[config.mk]
export PLATFORM = sky130hd
export DESIGN_NAME = mef_ram
export DESIGN_NICKNAME = d
export VERILOG_FILES = /design/src/hdl/mef_ram.sv
export SDC_FILE = /design/constraint.sdc
export NUM_CORES = 2
export LEC_CHECK = 0
export ABC_AREA = 1
export ABC_CLOCK_PERIOD_IN_PS = 6500
export BUFFER_PORTS_ARGS = -buffer_cell sky130_fd_sc_hd__buf_2
export CORE_AREA = 4 4 584 586
export DETAILED_ROUTE_END_ITERATION = 10
export DIE_AREA = 0 0 588 590
export GPL_ROUTABILITY_DRIVEN = 0
export GPL_TIMING_DRIVEN = 1
export PLACE_DENSITY_LB_ADDON = 0.05
export SLEW_MARGIN = 25
export SYNTH_ARGS = -nofsm -noshare
export SYNTH_HDL_FRONTEND = slang
export SYNTH_SLANG_ARGS = --single-unit
[constraint.sdc]
create_clock -name clk -period 6.5 [get_ports clk]
set_input_delay 1.3 -clock clk [delete_from_list [all_inputs] [get_ports clk]]
set_output_delay 1.3 -clock clk [all_outputs]
set_load 0.03 [all_outputs]
[src/hdl/mef_ram.sv]
// ----------------------------------------------------------------------------
// Generic RAM
// Single write port, single read port, read data registered.
// ----------------------------------------------------------------------------
module mef_ram #(
    parameter int WIDTH = 64,
    parameter int DEPTH = 32,
    parameter int AW    = (DEPTH > 1) ? $clog2(DEPTH) : 1
) (
    input  logic             clk,
    input  logic             we,
    input  logic [AW-1:0]    waddr,
    input  logic [WIDTH-1:0] wdata,
    input  logic             re,
    input  logic [AW-1:0]    raddr,
    output logic [WIDTH-1:0] rdata
);

    logic [WIDTH-1:0] mem [DEPTH];
    logic [WIDTH-1:0] rdata_reg;

    always_ff @(posedge clk)
    begin
        if (we)
        begin
            mem[waddr] <= wdata;
        end
        if (re)
        begin
            rdata_reg <= mem[raddr];
        end
    end

    assign rdata = rdata_reg;

endmodule

# Word-level counts from Yosys, hierarchy flattened
# Memory sizes are Yosys's and may differ from the RTL's. A register that Yosys moved wholly into a read port is not among the register bits.
# Cells that the tools add are included.
# totals
input_bits	77
out_inout_bits	64
romBits	0
mem_count	1
latch_bits	0
wordCells	3
ramBits	2048
regBits	0
# mem_list
memory	depth	word_bits	read_ports	rd_clocked_by_memory_dff	write_ports	line_no	text
mem	32	64	1	1	1	19	logic [WIDTH-1:0] mem [DEPTH];
# op_classes
n_bitwise	0
n_reduce_logical	0
eq_ne	0
add_sub_neg	0
mul	0
magnitude_cmp	0
shift	0
div	0
n_mux	2
# op_table
op	count
two-way mux 1 bit	2

# Depth between registers and ports, before layout
# depth
word_depth	2
ltp_mapped	12

# Worst setup path before layout
# OpenSTA, ideal clock, no wires.
# synth_timing
path_type	input port to flip-flop
from	input port waddr[0]
to	memory mem[0][0], enable pin
path_stages	3
path_slack_ns	1.736
path_buffers	0
t_arrival_ns	4.277
cell_sequence	inv_1 nand3_1 nor2_1
# synth_rtl
item	line_no	text
start: declaration	12	input logic [AW-1:0] waddr,
end: declaration	19	
# No word-level cell before the write port.

==> out/qor.log <==
[layout] Final nets 6942
[global_route] GRT Total Usage 0.175
[setup_path] R2R depth 8
[setup_path] kind of cell with the highest combined delay on the critical path buffers and inverters
[setup_path] Worst EP required 7.24 ns
[yosys] flop and latch count out of synthesis 2112
[power_and_ir_drop] Power Density 315 mW/mm^2
[yosys] Cell Area, Synth 0.0836 sq mm
[yosys] post-synthesis average cell area 12.4 sq um
[clock_network] Post-CTS Resized 0
[floorplanning] die width 588 um
[sta] Worst-Margin Slew 1.08 ns
[run] count of maximum capacitance violations 0
[setup_path] arrival time at the worst endpoint 4.12 ns
[power_and_ir_drop] Net Sw Power 7.26 mW
[sta] total of endpoints with negative setup slack in the final report 0
[layout] most frequent cells in the layout sky130_fd_sc_hd__nand2_1, sky130_fd_sc_hd__edfxtp_1, sky130_fd_sc_hd__nand3_1
[floorplanning] Die Y-Extent 590 um
[sta] endpoints failing hold 0
[placement] number of cells in the design after placement 11006
[yosys] area leader, netlist sky130_fd_sc_hd__edfxtp_1
[setup_path] Critical-path top delay cell sky130_fd_sc_hd__buf_4
[layout] share of layout cells above drive strength 1 0.0886
[setup_path] largest fanout on the critical path 127
[sta] crit path time final 3.37 ns
[clock_network] Clock transition at path regs 0.06 ns
[yosys] number of distinct standard cells referenced by the synthesized netlist 12
[setup_path] FF-to-FF setup slack 4.97 ns
[clock_network] number of setup buffers added after CTS 0
[route] Post-Route WL 312 mm
[setup_path] capturing element type of the critical path flip-flop
[global_route] final global-route overflow total 0
[layout] commonest non-fill, non-tap cell in the layout sky130_fd_sc_hd__nand2_1
[route] Via-to-Cell Ratio 4.63
[sta] RSZ-0062 raised after global routing false
[sta] top achievable clock speed 0.296 GHz
[power_and_ir_drop] part of the power in the clock network 0.444
[layout] Layout area overhead 16.9%
[power_and_ir_drop] part of the power in registers 0.497
[floorplanning] Die Footprint 0.347 sq mm
[yosys] largest cells by area after synthesis sky130_fd_sc_hd__edfxtp_1, sky130_fd_sc_hd__nand3_1, sky130_fd_sc_hd__nand2_1
[setup_path] reg-to-reg startpoint mem[11][56]$_DFFE_PP_
[sta] max-slew headroom at the worst pin 0.277
[yosys] Post-Syn Nets 6845
[route] total iterations of the first detailed-routing run 5
[setup_path] worst path bufs/invs 4
[setup_path] Reg2Reg Capture Point rdata[56]$_DFFE_PP_
[outcome] status finished, final reports clean
[route] DRC violation total after the first TritonRoute iteration 3968
[clock_network] number of sinks driven by the clock tree 2112
[power_and_ir_drop] leakage power total 33.8 nW
[hold_path] Worst Min Path Start mem[12][48]$_DFFE_PP_
[route] number of vias in the routed layout 53160
[floorplanning] num ports 141
[clock_network] clock latency on the worst-skew pair 0.87 ns
[placement] detailed placement HPWL 144 mm
[floorplanning] area of the core region 0.336 sq mm
[clock_network] number of CTS-inserted buffers 263
[hold_path] worst hold path cell count 6
[sta] Pins Over Slew Limit 0
[placement] I/O Buffers 140
[clock_network] clock tree from TritonCTS yes
[setup_path] Worst path max stage delay 0.65 ns
[setup_path] worst setup path category in -> reg
[layout] final standard cell count with taps included and fillers excluded 11480
[route] residual antenna-violating net count after detailed routing 0
[floorplanning] row cnt 213
[clock_network] number of buffers inserted by hold repair at cts 0
[setup_path] sequence of cells on the critical path buf_8 -> inv_16 -> buf_16 -> buf_4 -> nand2_1 -> nand3_1 -> nand3_1 -> nand2_1 -> nand2_1 -> nand2_1 -> nand2_1 -> nand2_1
[global_route] global-route wire length before repair 435 mm
[yosys] Seq/Total Area, Yosys 0.758
[yosys] number of instances in the synthesized netlist 6768
[setup_path] kind of start point of the critical path primary input
[clock_network] maximum buffer depth of the clock tree 4
[global_route] number of global-route vias before repair 53228
[layout] max reg flops 2048
[route] number of remaining DRC errors 0
[route] detail-routed net length per standard cell 27.2 um
[power_and_ir_drop] maximum resistive drop on vdd 0.166 mV
[clock_network] root buffer cell sky130_fd_sc_hd__clkbuf_16
[global_route] antenna violations before repair 39
[sta] Post-Route Setup TNS 0 ns
[sta] Layout Skew 0.0222 ns
[floorplanning] initial core utilization 0.249
[setup_path] most used cell along the critical path sky130_fd_sc_hd__nand2_1
[power_and_ir_drop] Switching Share 0.236
[global_route] maximum number of pins on one net before global-route repair 217
[clock_network] Max H-tree Level 5
[yosys] synth warn 0
[yosys] share of the synthesized area in the top cell type 0.758
[hold_path] class of the most critical hold timing path reg -> reg
[power_and_ir_drop] relative contribution of combinational cells to total power 0.059
[sta] portion of the clock cycle consumed by the worst path in the final layout 0.519
[hold_path] Hold EP rdata[48]$_DFFE_PP_
[power_and_ir_drop] internal power of the cells 23.5 mW
==> cells in the mapped netlist <==
cell type / n
sky130_fd_sc_hd__buf_1: 49
sky130_fd_sc_hd__buf_2: 275
sky130_fd_sc_hd__buf_4: 28
sky130_fd_sc_hd__buf_6: 4
sky130_fd_sc_hd__clkbuf_1: 82
sky130_fd_sc_hd__edfxtp_1: 2112
sky130_fd_sc_hd__inv_1: 7
sky130_fd_sc_hd__inv_2: 2
sky130_fd_sc_hd__inv_4: 1
sky130_fd_sc_hd__nand2_1: 2376
sky130_fd_sc_hd__nand3_1: 1800
sky130_fd_sc_hd__nor2_1: 32
==> power by group through the flow <==
stage | Clock [mW] | Combinational (mW) | Sequential [mW]
final | 13.7 | 1.82 | 15.3
after global routing | 14.7 | 2.03 | 15.3
after CTS | 14.2 | 1.88 | 15.3
after detailed placement | 0 | 1.88 | 15.6
after global placement | 0 | 1.89 | 15.6
after floorplan | 0 | 0.923 | 15.6
==> final cells by class <==
class                           count  area [sq um]
Antenna cell                       15          37.5
Clock buffer                      351          7250
Clock inverter                    107           529
Fill cell                       34231        238000
Inverter                           10          81.3
Multi-Input combinational cell   4208         18300
Sequential cell                  2112         63400
Tap cell                         4407          5510
Timing Repair Buffer              270          2620
==> worst register-to-register path, cell delays in order, from the launching register on <==
cell and delay (ns):
sky130_fd_sc_hd__edfxtp_1 0.37, sky130_fd_sc_hd__nand2_1 0.08, sky130_fd_sc_hd__nand3_1 0.08, sky130_fd_sc_hd__nand3_1 0.11, sky130_fd_sc_hd__nand2_1 0.08, sky130_fd_sc_hd__nand2_1 0.06, sky130_fd_sc_hd__nand2_1 0.06, sky130_fd_sc_hd__nand2_1 0.07
sky130_fd_sc_hd__nand2_1 0.25
==> per-stage QoR <==
stage	power (mW)	hold WS, ns	instance area (sq um)	setup WS [ns]	util
after floorplan	16.5	0.716	83600	1.74	-
after global placement	17.4	0.778	89800	2.34	0.268
after detailed placement	17.4	0.769	89900	2.32	0.268
after CTS	31.3	0.780	97700	3.30	0.291
after global routing	32.0	0.815	97700	3.02	0.291
final	30.8	0.778	97700	3.13	0.291
==> worst max-delay path by stage <==
stage,from,to,slack (ns),depth (start not counted)
2_1_floorplan,waddr[0],mem[0][0]$_DFFE_PP_,1.74,3
3_3_place_gp,waddr[0],mem[18][58]$_DFFE_PP_,2.34,5
3_5_place_dp,raddr[1],rdata[24]$_DFFE_PP_,2.32,8
4_1_cts,raddr[1],rdata[24]$_DFFE_PP_,3.30,8
5_1_grt,raddr[0],rdata[42]$_DFFE_PP_,3.02,10
6_report,raddr[0],rdata[39]$_DFFE_PP_,3.13,12
==> kinds of logic after synthesis <==
kind of cell,synth area share
flip-flops,0.758
AND/OR/NAND/NOR,0.216
buffers and inverters,0.0259
==> routing by layer <==
| metal | vias to the layer above | part of all wire | global-route usage | wire length (um) |
|---|---|---|---|---|
| met2 | 1044 | 0.47 | 0.287 | 146000 |
| met5 | - | 0.00017 | 0 | 52 |
| met3 | 420 | 0.042 | 0.0245 | 13200 |
| li1 | 24324 | - | - | - |
| met4 | 10 | 0.023 | 0.0411 | 7130 |
| met1 | 27362 | 0.47 | 0.245 | 145000 |
Note: power is estimated with default switching activity, not from simulation.
