## config.mk

```make
export PLATFORM = sky130hd
export DESIGN_NAME = mef_div
export DESIGN_NICKNAME = d
export VERILOG_FILES = /design/src/hdl/mef_div.sv
export SDC_FILE = /design/constraint.sdc
export NUM_CORES = 1
export LEC_CHECK = 0
export BUFFER_PORTS_ARGS = -buffer_cell sky130_fd_sc_hd__clkbuf_2
export CORE_MARGIN = 3
export CORE_UTILIZATION = 32
export DETAILED_ROUTE_END_ITERATION = 7
export GPL_ROUTABILITY_DRIVEN = 0
export SYNTH_ARGS = -nofsm -noshare
export SYNTH_HDL_FRONTEND = slang
export SYNTH_SLANG_ARGS = --single-unit
```

## constraint.sdc

```tcl
create_clock -name clk -period 4.8 [get_ports clk]
set_input_delay 0.96 -clock clk [delete_from_list [all_inputs] [get_ports clk]]
set_output_delay 0.96 -clock clk [all_outputs]
set_load 0.02 [all_outputs]
```

## src/hdl/mef_div.sv

```systemverilog
// ----------------------------------------------------------------------------
// Serial divider
// Restoring unsigned division, one quotient bit per cycle.
// ----------------------------------------------------------------------------
module mef_div #(
    parameter int DW = 45,
    parameter int VW = 6
) (
    input  logic          clk,
    input  logic          rst_n,
    input  logic          start,
    input  logic [DW-1:0] dividend,
    input  logic [VW-1:0] divisor,
    output logic          busy,
    output logic [DW-1:0] quotient
);

    localparam int NW = $clog2(DW + 1);

    logic [VW-1:0] rem_reg;
    logic [DW-1:0] quo_reg;
    logic [VW-1:0] dvs_reg;
    logic [NW-1:0] cnt_reg;
    logic          busy_reg;
    logic [VW:0]   trial;
    logic          fits;

    assign trial = {rem_reg, quo_reg[DW-1]};
    assign fits  = (trial >= {1'b0, dvs_reg});

    always_ff @(posedge clk or negedge rst_n)
    begin
        if (!rst_n)
        begin
            busy_reg <= 1'b0;
            cnt_reg  <= '0;
        end
        else if (start)
        begin
            busy_reg <= 1'b1;
            cnt_reg  <= NW'(DW);
        end
        else if (busy_reg)
        begin
            cnt_reg <= cnt_reg - 1'b1;
            if (cnt_reg == NW'(1))
            begin
                busy_reg <= 1'b0;
            end
        end
    end

    always_ff @(posedge clk)
    begin
        if (start)
        begin
            rem_reg <= '0;
            quo_reg <= dividend;
            dvs_reg <= divisor;
        end
        else if (busy_reg)
        begin
            rem_reg <= fits ? VW'(trial - {1'b0, dvs_reg}) : trial[VW-1:0];
            quo_reg <= {quo_reg[DW-2:0], fits};
        end
    end

    assign busy     = busy_reg;
    assign quotient = quo_reg;

endmodule
```

* Yosys cells after proc, flatten, opt, wreduce, memory -nomap -nowiden
Cells that the tools add are included.
** Word-level totals
- Register bits after elaboration :: 64
- Output and inout bits :: 46
** Operators by class
- Reduce and logical (&&, ||, !) cells :: 1
- Equality and inequality tests :: 1
- Add/subtract/negate cells :: 2
- $lt $le $gt $ge :: 1
- Mux-type cells :: 8
** Operators by type and width (count)
- $mux 45 :: 2
- $mux 6 :: 3
- $ge 7x6->1 :: 1
- $eq 6x1->1 const B :: 1
- $sub 6x1->6 const B :: 1
- $sub 6x6->6 :: 1
- $mux 1 :: 3
- $reduce_bool 2->1 :: 1

* Logic depth before layout (Yosys ltp)
- Depth after elaboration :: 4
- Mapped depth :: 8
- Gate-level depth less buffers :: 8

* Worst setup path after synthesis
Ideal clock, no wire load.
- Path kind :: in2reg
- From :: input start
- To :: register quo_reg[0] (netlist: quotient[0]), enable pin
- Cell stages on the path :: 4
- Setup slack :: 2.071 ns
- Arrival time :: 2.346 ns
- Library setup time :: 0.383 ns
- Path through :: buf_4 clkbuf_1 clkbuf_1 or2_2
** Between the ends
- Longest elaborated chain between the ends :: 1
** Ends and longest elaborated chain
- start: declaration :: RTL line 11 : input logic start,
- $reduce_bool 2->1 (no line)
- end signal: assignment :: RTL line 58 : quo_reg <= dividend;
- end signal: assignment :: RTL line 64 : quo_reg <= {quo_reg[DW-2:0], fits};
- end: declaration :: RTL line 21 : logic [DW-1:0] quo_reg;
Every way passes these cells.
A chain may end at the register's enable or synchronous reset.

* Worst setup path after layout
- From :: input start
- To :: register quo_reg[1] (netlist: quotient[1]), enable pin
The elaborated chain is that of the path after synthesis.

==> metrics.md <==
| Metric | Value |
|---|---|
| Post-route clock skew | `between 10 and 15 ps` |
| Maximum number of pins on one net before global-route repair | `46` |
| Maximum operating frequency | `390 MHz` |
| Post-Syn Area | `around 3000 µm²` |
| Final-layout fill cell count | `864` |
| Slew at the pin with the worst max-slew slack | `between 1000 and 1500 ps` |
| GR Util All Layers | `about an eighth` |
| Async set-or-reset flop fraction in the synthesized netlist | `between 10% and 20%` |
| Post-synthesis average cell area | `around 14 µm²` |
| Aggregate routed wire length | `6290 µm` |
| Avg WL per Cell | `14.8 µm` |
| Hold Violations, Final | `0` |
| Worst path arrival time | `~2500 ps` |
| Number of enable-type register cells in the synthesized netlist | `51` |
| Netlist cell types | `33` |
| Total chip power | `0.00158 W` |
| Count of routing violations after the opening detailed-route iteration | `a little over 80` |
| Outcome | `complete, no violations` |
| Number of input and output port buffers inserted | `99` |
| Area taken by flip-flops and latches | `between 1500 and 2000 µm²` |
| Number of synthesized register bits | `64` |
| Placeable core area | `about 9000 µm²` |
| DRC | `0` |
| Required time of the critical path | `around 4800 ps` |
| Number of flip-flops under the largest register name | `between 40 and 50` |
| Wire length of the first global-routing pass | `around 10000 µm` |
| Slew HR | `between 20% and 30%` |
| Crit start category | `primary input` |
| Maximum count of clock buffers along a single path | `2` |
| Comb power frac | `a little over a fifth` |
| Overall die height | `between 100 and 150 µm` |
| Min Tclk post-route | `2570 ps` |
| Maximum level of the CTS H-tree | `3` |
| Area grow syn2layout | `26.9%` |
| Number of global-route vias before repair | `approximately 2000` |
| Kind of cell with the highest combined delay on the critical path | `simple AND/OR/NAND/NOR gates` |
| Share of the core filled with cells | `about 43%` |
| Clock insertion delay at the later pin of the skew report | `340 ps` |
| Leakage power summed over all cells | `about 1.6 nW` |
| Layout net count | `~380` |
| Width of the die | `about 100 µm` |
| Total power per unit cell area | `415 nW/µm²` |
| Total negative slack | `0 ps` |
| Switch share | `between 20 and 30%` |
| Worst setup path class | `primary input to flop` |
| Number of buffer and inverter stages on the critical path | `1` |
| Sequential fraction of design power | `between 40% and 50%` |
| Number of synthesis warnings | `0` |
| Clock power share | `33.1%` |
| Share of final-layout standard cells stronger than drive strength 1 | `about 52%` |
| Worst Hold Class | `primary input to async pin` |
| Antenna diode instance count | `0` |
| Final setup violation count | `0` |
| Multi-input logic area | `between 1000 and 1500 µm²` |
| Number of clock sinks | `64` |
| I/O pin cnt | `100` |
| Max capacitance violation total | `0` |
| Number of vias per cell after detailed routing | `4.69` |
| Number of antenna violations at the first check in global routing | `0` |
| Detailed Place HPWL | `about 4300 µm` |
| Critical path capture point type | `flop` |
| Max-slew violation total from the final report | `0` |
| Post-synthesis net count | `between 200 and 300` |
| Instance area at placement | `between 3000 and 4000 µm²` |
| Initial core utilization | `approximately 34%` |
| Portion of the post-synthesis area used by sequential elements | `about three fifths` |
| CP max FO | `45` |
| Share of the clock period used by the worst path after layout | `a little over half` |
| Remaining antenna violation count after routing | `0` |
| Number of rows in the core area | `34` |
| Buffer count from post-CTS setup fixing | `0` |
| Global route overflow | `0` |
| Fin area | `roughly 3800 µm²` |
| RSZ-0062 raised after global routing | `no` |
| CTS buffer count | `9` |
| Top flip-flop cell by instance count after synthesis | `edfxtp_1` |
| Slowest stage delay, CP | `~940 ps` |
| Worst supply voltage drop on vdd | `226 µV` |
| Overall via count from detail_route | `1987` |
| Root cell of the clock tree | `clkbuf_8` |
| Clock edge transition at the registers on the reported setup and hold paths | `70 ps` |
| Total internal power | `0.00113 W` |
| Net Sw Power | `approximately 0.00045 W` |
| Series of cell instances along the critical path | `clkbuf_2 -> or2_2` |
| Detailed-router iteration count before antenna repair | `4` |
| CTS tree | `done` |
| CTS-repair resized insts | `0` |
| Slowest stage cell, crit path | `or2_2` |
| Synthesized netlist cell count | `210` |
| Die Area | `~11000 µm²` |
| Post-CTS Hold Fix Bufs | `0` |
## cells in the mapped netlist (2+ instances only)
library cell	number	area, µm²
nor2_1	12	45.0
clkbuf_1	8	30.0
xor2_1	4	35.0
nor3b_1	3	22.5
a211oi_1	5	37.5
xnor2_1	4	35.0
nor3_1	2	10.0
or3_1	2	12.5
ha_1	9	113
inv_1	11	41.3
edfxtp_1	51	1530
nor2b_1	2	12.5
dfrtp_1	7	175
mux2_2	46	518
nand2b_1	7	43.8
a21oi_1	4	20.0
dfxtp_1	6	120
nand2_1	6	22.5
o21ai_0	5	25.0
mux2i_1	3	30.0
## worst paths after layout
| path | startpoint | endpoint | slack, ps | cells past startpoint |
|---|---|---|---|---|
| max in group asynchronous | rst_n | cnt_reg[1] | 4180 | 1 |
| worst max register to register | dvs_reg[4] | rem_reg[1] | 2550 | 7 |
| worst min register to register | rem_reg[5] | rem_reg[5] | 510 | 2 |
| worst min-delay path | rst_n | cnt_reg[5] | 450 | 1 |
| min in group clk | rem_reg[5] | rem_reg[5] | 510 | 2 |
| worst max-delay path | start | quotient[1] | 2230 | 2 |
## cells by family (layout without fill, tap and decap cells)
kind of cell / Yosys count / after routing / synth area share [%]
AOI/OAI and AO/OA: 20 / 20 / 4.42
xor gates and xnor gates: 8 / 8 / 2.33
adders and majority gates: 10 / 10 / 4.41
buffers and inverters: 21 / 127 / 3.00
DFF: 64 / 64 / 60.8
muxes: 49 / 49 / 18.2
and+or+nand+nor: 38 / 38 / 6.79
## power groups by stage
stage / clock (W) / combinational, W / sequential, W
2_1_floorplan: 0 / 0.000201 / 0.000772
3_3_place_gp: 0 / 0.000342 / 0.000727
3_5_place_dp: 0 / 0.000347 / 0.000726
4_1_cts: 0.000541 / 0.000349 / 0.000717
5_1_grt: 0.000566 / 0.000380 / 0.000726
6_report: 0.000523 / 0.000344 / 0.000715
## layout by cell type, fill, tap and decap left out, types with 2 or more instances in the layout
| cell | netlist | layout |
|---|---|---|
| clkbuf_2 | 0 | 99 |
| edfxtp_1 | 51 | 51 |
| mux2_2 | 46 | 46 |
| nor2_1 | 12 | 12 |
| inv_1 | 11 | 11 |
| ha_1 | 9 | 9 |
| clkbuf_8 | 0 | 9 |
| nand2b_1 | 7 | 7 |
| dfrtp_1 | 7 | 7 |
| nand2_1 | 6 | 6 |
| dfxtp_1 | 6 | 6 |
| o21ai_0 | 5 | 5 |
| a211oi_1 | 5 | 5 |
| a21oi_1 | 4 | 4 |
| xnor2_1 | 4 | 4 |
| xor2_1 | 4 | 4 |
| mux2i_1 | 3 | 3 |
| nor3b_1 | 3 | 3 |
| nor2b_1 | 2 | 2 |
| nor3_1 | 2 | 2 |
| or3_1 | 2 | 2 |
| clkinvlp_4 | 0 | 2 |
| bufinv_16 | 0 | 2 |
## stage by stage
stage               std cells  hold slack, ps  setup WS (ps)
floorplan                 210             478           2070
global placement          408             498           1840
detailed placement        408             499           1810
CTS                       424             443           2190
global route              424             443           2070
finish                    424             452           2230
## routing by layer
metal,share of wire (%),GRT usage [%]
met1,45,16.1
met2,46,18.8
met3,8.5,6.09
met4,0.94,3.29
met5,0,0
## layout make-up
class                           instances  area share [%]
Sequential cell                        64            47.9
Clock buffer                           10            3.35
Clock inverter                          6            2.43
Timing Repair Buffer                  100            13.2
Tap cell                              108            3.54
Multi-Input combinational cell        125            28.5
Inverter                               11            1.08
(Power assumes the default switching activity.)
